## src/rtl/core/utf8d_pkg.sv

```systemverilog
// Shared widths, constants and types of the UTF-8 decoder.
package utf8d_pkg;

    localparam int BYTE_W = 8;
    localparam int CP_W = 21;
    localparam int PART_W = 15;
    localparam int PEND_W = 2;
    localparam int CONT_W = 6;
    localparam int QDEPTH = 3;
    localparam int QPTR_W = 2;
    localparam int QCNT_W = 2;
    localparam int PUSH_W = 2;

    localparam logic [BYTE_W-1:0] CONT_MASK = 8'hC0;
    localparam logic [BYTE_W-1:0] CONT_TAG = 8'h80;
    localparam logic [BYTE_W-1:0] LEAD2_MASK = 8'h1F;
    localparam logic [BYTE_W-1:0] LEAD3_MASK = 8'h0F;
    localparam logic [BYTE_W-1:0] LEAD4_MASK = 8'h07;

    localparam logic [PEND_W-1:0] PEND_NONE = 2'd0;
    localparam logic [PEND_W-1:0] PEND_ONE = 2'd1;
    localparam logic [PEND_W-1:0] PEND_TWO = 2'd2;
    localparam logic [PEND_W-1:0] PEND_THREE = 2'd3;

    localparam logic [PUSH_W-1:0] PUSH_NONE = 2'd0;
    localparam logic [PUSH_W-1:0] PUSH_ONE = 2'd1;
    localparam logic [PUSH_W-1:0] PUSH_TWO = 2'd2;

    typedef struct packed {
        logic [CP_W-1:0] code_point;
        logic            is_error;
        logic            last;
    } t_result;

    typedef struct packed {
        logic [PUSH_W-1:0] count;
        t_result           res0;
        t_result           res1;
    } t_push;

endpackage

```

## src/rtl/core/utf8d_step.sv

```systemverilog
// Decode of one byte against the open sequence state, giving up to two results.
module utf8d_step import utf8d_pkg::*; (
    input  logic [PEND_W-1:0] i_pend,
    input  logic [PART_W-1:0] i_part,
    input  logic [BYTE_W-1:0] i_byte,
    output logic [PEND_W-1:0] o_pend,
    output logic [PART_W-1:0] o_part,
    output t_push             o_push
);

    logic              lead_emit;
    logic              lead_err;
    logic [PEND_W-1:0] lead_pend;
    logic [PART_W-1:0] lead_part;
    logic              is_cont;
    logic [CP_W-1:0]   cont_v;
    t_result           lead_res;
    t_result           err_res;

    always_comb begin
        lead_emit = 1'b0;
        lead_err = 1'b0;
        lead_pend = PEND_NONE;
        lead_part = '0;
        if (!i_byte[7]) begin
            lead_emit = 1'b1;
        end else if (!i_byte[6]) begin
            lead_emit = 1'b1;
            lead_err = 1'b1;
        end else if (!i_byte[5]) begin
            lead_pend = PEND_ONE;
            lead_part = PART_W'(i_byte & LEAD2_MASK);
        end else if (!i_byte[4]) begin
            lead_pend = PEND_TWO;
            lead_part = PART_W'(i_byte & LEAD3_MASK);
        end else if (!i_byte[3]) begin
            lead_pend = PEND_THREE;
            lead_part = PART_W'(i_byte & LEAD4_MASK);
        end else begin
            lead_emit = 1'b1;
            lead_err = 1'b1;
        end
    end

    assign is_cont = ((i_byte & CONT_MASK) == CONT_TAG);
    assign cont_v = {i_part, i_byte[CONT_W-1:0]};

    always_comb begin
        lead_res.code_point = lead_err ? '0 : CP_W'(i_byte);
        lead_res.is_error = lead_err;
        lead_res.last = 1'b1;
        err_res.code_point = '0;
        err_res.is_error = 1'b1;
        err_res.last = 1'b1;
    end

    always_comb begin
        o_pend = lead_pend;
        o_part = lead_part;
        o_push.count = PUSH_NONE;
        o_push.res0 = lead_res;
        o_push.res1 = lead_res;
        if (i_pend != PEND_NONE) begin
            if (is_cont) begin
                o_pend = i_pend - PEND_W'(1);
                if (i_pend == PEND_ONE) begin
                    o_part = '0;
                    o_push.count = PUSH_ONE;
                    o_push.res0.code_point = cont_v;
                    o_push.res0.is_error = 1'b0;
                    o_push.res0.last = 1'b1;
                end else begin
                    o_part = cont_v[PART_W-1:0];
                end
            end else begin
                o_push.res0 = err_res;
                if (lead_emit) begin
                    o_push.count = PUSH_TWO;
                    o_push.res0.last = 1'b0;
                end else begin
                    o_push.count = PUSH_ONE;
                end
            end
        end else if (lead_emit) begin
            o_push.count = PUSH_ONE;
        end
    end

endmodule

```

## config.mk

```make
export PLATFORM = sky130hd
export DESIGN_NAME = utf8d_step
export DESIGN_NICKNAME = d
export VERILOG_FILES = /design/src/rtl/core/utf8d_pkg.sv /design/src/rtl/core/utf8d_step.sv
export SDC_FILE = /design/constraint.sdc
export NUM_CORES = 1
export LEC_CHECK = 0
export ABC_CLOCK_PERIOD_IN_PS = 1300
export BUFFER_PORTS_ARGS = -buffer_cell sky130_fd_sc_hd__buf_4
export CORE_MARGIN = 4
export CORE_UTILIZATION = 29
export DETAILED_ROUTE_END_ITERATION = 10
export GPL_TIMING_DRIVEN = 0
export MAX_ROUTING_LAYER = met4
export PLACE_DENSITY = 0.8
export SLEW_MARGIN = 20
export SYNTH_ARGS = -nofsm -noshare
export SYNTH_HDL_FRONTEND = slang
export SYNTH_SLANG_ARGS = --single-unit
export TNS_END_PERCENT = 20
```

## constraint.sdc

```tcl
create_clock -name vclk -period 1.3
set_input_delay 0.13 -clock vclk [all_inputs]
set_output_delay 0.13 -clock vclk [all_outputs]
set_load 0.02 [all_outputs]
```

# Yosys cells after proc, flatten, opt, wreduce, memory -nomap -nowiden
# Cells that the tools add are included.
# totals
ff_bits	0
inputBits	25
wordCells	33
out_inout_bits	65
# classes
addsub	1
reduce_logical	1
muxes	29
n_eq_ne	2
# op_table
operator	count
15-bit two-way mux	4
25-bit two-way mux	1
24-bit two-way mux	1
23-bit two-way mux	1
2-bit two-way mux	9
5-bit two-way mux	2
1-bit two-way mux	8
8-bit two-way mux	1
4-bit two-way mux	1
3-bit two-way mux	1
2-bit by 1-bit == test with 1-bit output (second input constant)	1
2-bit == test (second input constant)	1
2-bit nonzero test	1
2-bit by 1-bit subtractor with 2-bit output (second input constant)	1

# Logic depth before layout (Yosys ltp)
# depth
ltp_word	9
depth_mapped	6
depth_no_buf	5

# Worst setup path after synthesis
# OpenSTA, ideal clock, no wires.
# synth_path
path_kind	in2out
start	in i_byte[5]
end	out o_push[46] (netlist name)
arrival_ns	1.313
path_slack_ns	-0.143
t_required_ns	1.170
cell_stages	4
path_buffers	1
cell_sequence	clkbuf_2 and3_1 nor2_1 mux2i_1
# synth_rtl
element	line	text
start, declared	utf8d_step.sv:5	input logic [BYTE_W-1:0] i_byte,
end, declared	utf8d_step.sv:8	output t_push o_push

# Worst setup path after layout
# layout_path
start	in i_pend[1]
end	out o_part[2]
# layout_via
elab_chain_len	4
elab_cells_between_ends	5
classes_between	eq/ne: 1; mux: 3; reduce/logical: 1
# layout_rtl
element	line	text
start, declared	utf8d_step.sv:3	input logic [PEND_W-1:0] i_pend,
2-bit by 1-bit == test with 1-bit output	utf8d_step.sv:66	if (i_pend == PEND_ONE) begin
15-bit two-way mux	utf8d_step.sv:66	
15-bit two-way mux	utf8d_step.sv:64	if (is_cont) begin
15-bit two-way mux *	utf8d_step.sv:63	if (i_pend != PEND_NONE) begin
end, declared	utf8d_step.sv:7	output logic [PART_W-1:0] o_part,
# Every way passes the cells marked *; elsewhere a longest branch is shown, timed or not.

==> qor.csv <==
metric;value;unit
outcome;finished with violations;
failing checks;negative setup slack;
Vias/cell;4.308;
Synth top area share;27.67;%
final hold vios;0;
CP max stage delay;340;ps
Final nets;216;
slowest CP cell;nor4b_4;
leakage;0.8384;nW
Initial Util;31.80;%
DR pass1 iterations;3;
switch share;49.47;%
Simple-Gate Fraction of Synth Area;52.86;%
routed vias;922;
sequential cell area;0;sq um
HP Class;primary input to primary output;
Filler cells;169;
grt total ovfl;0;
Cell Count, Final, Fillers Out;214;
DIE HEIGHT;55.55;um
mapped cell area;655.6;sq um
compound-gate portion of the synthesized area;15.27;%
Clock Power Share;0;%
setup TNS;-3097;ps
Post-Synth XOR/XNOR Area;0;%
proportion of layout cells with a drive suffix above 1;69.52;%
total power;554.1;uW
Placeable Area;2062;sq um
Logic pwr share;100.0;%
Layout Area Growth over Synthesis;132.6;%
unrepaired setup endpoints after global routing;yes;
portion of netlist area occupied by mux cells;1.527;%
DR WL/cell;13.73;um
Final Slew Violations;0;
Max-cap violations;0;
Multi-input gate area;623.1;sq um
post-synthesis sequential area ratio;0;%
CP required;1170;ps
routed wire length;2938;um
Worst setup SP type;primary input;
Boundary Pins;90;
CLK BUF;0;
Psw;274.1;uW
crit-path max FO;4;
antenna violations before repair;0;
Die Span X;55.55;um
part of the cycle the worst path needs;113.0;%
largest net degree at the start of global routing;11;
Seq cells;0;
DR iter-0 viols;17;
gr usage total;18.23;%
Ys Warns;0;
Post-DP HPWL;2294;um
commonest non-fill, non-tap cell in the layout;buf_4;
row count;16;
Final Wtd Congestion;0.7485;
PD cells;363.3;nW/um^2
Post-Syn Instances;98;
first-pass GRT wire length;4602;um
port bufs;73;
Yosys top cell by area;and2_1;
post-route ant nets;0;
Pint;280.0;uW
final setup vio count;30;
Synth Area in Adders;3.817;%
DRC;0;
Crit path top cell by count;buf_6;
sequential power share;0;%
final worst slack;-169.0;ps
WP buf/inv;4;
placed cells;210;
synth unique cells;28;
die area;3085;sq um
Syn Area/Cell;6.690;sq um
Worst VDD drop;209.5;uV
Worst Setup Path Type;primary input to primary output;
Worst EP arrival;1340;ps
largest family of logic cells by synthesized area;simple AND/OR/NAND/NOR gates;
crit path capture type;primary output;
crit-path cells;buf_6, inv_4, ha_4, buf_8, nor4b_4, o21bai_4, and2_4, buf_6;
most frequent cells in the layout;buf_4, buf_6, and2_1;
dominant cells by area after synthesis;and2_1, buf_4, and2_2;
number of global-route vias before repair;926;
Finished Core Util;73.97;%
delay-heaviest family, CP;simple AND/OR/NAND/NOR gates;
DP Worst Slack;-326.0;ps
Max Clock Freq;0.6808;GHz
Tmin final;1469;ps
Antenna Cells;0;
-- cells by family (layout without fill, tap and decap cells) --
| group | after synthesis | in the layout |
|---|---|---|
| AOI/OAI and AO/OA | 14 | 14 |
| adders and majority gates | 2 | 2 |
| buffers and inverters | 26 | 103 |
| muxes | 1 | 1 |
| other | 2 | 14 |
| and+or+nand+nor | 53 | 53 |
-- worst min-delay path, delay by kind of cell --
| kind | cells | cell delay, ps |
|---|---|---|
| AND/OR/NAND/NOR | 1 | 110 |
| buffers and inverters | 2 | 200 |
-- stage by stage --
stage | hold slack, ps | cell area, sq um
2_1_floorplan | 409.7 | 718.2
3_3_place_gp | 573.9 | 1300
3_5_place_dp | 575.0 | 1300
4_1_cts | 575.6 | 1476
5_1_grt | 581.1 | 1525
6_report | 574.9 | 1525
-- final cells by class --
type	instances	share of cell area, %
plain buffers	21	11.57
multi-input cells	84	40.85
well taps	27	2.215
repair buffers	77	43.81
inverters	5	1.559
-- synth_stat cells (2+ instances only) --
cell type / instances
clkbuf_2: 2
and2_2: 4
nor3_1: 2
buf_4: 15
conb_1: 2
a21oi_1: 5
and2b_1: 3
ha_1: 2
nand2_1: 3
nor2_1: 4
inv_1: 5
o21a_1: 3
a22o_2: 2
nor2b_1: 3
and2_1: 29
buf_2: 2
-- worst paths after layout --
check,cells after the start,startpoint,slack (ps),endpoint
worst min-delay path,3,i_part[12],570,o_push[43]
worst max-delay path,8,i_pend[1],-170,o_part[2]
-- power groups by stage --
stage	Sequential [mW]	Clock, mW	Combinational, mW
floorplan	0	0	0.284
global placement	0	0	0.465
detailed placement	0	0	0.474
CTS	0	0	0.527
global route	0	0	0.590
finish	0	0	0.554
-- per-layer routing --
| layer | GRT usage [%] | vias up | wire, um |
|---|---|---|---|
| li1 | - | 461 | - |
| met1 | 17.91 | 412 | 975 |
| met2 | 36.66 | 41 | 1703 |
| met3 | 2.098 | 8 | 175 |
| met4 | 5.208 | 0 | 84 |
| met5 | - | - | 0 |
-- repair_timing --
action / 4_1_cts / 5_1_grt
setup endpoints to repair: 37 / 42
buffers inserted: 3 / 0
pin swaps: 19 / 5
resized for setup: 43 / 13
hold buffers: 0 / 0
gates cloned: 1 / 0
Power figures use the tool's default switching activity.
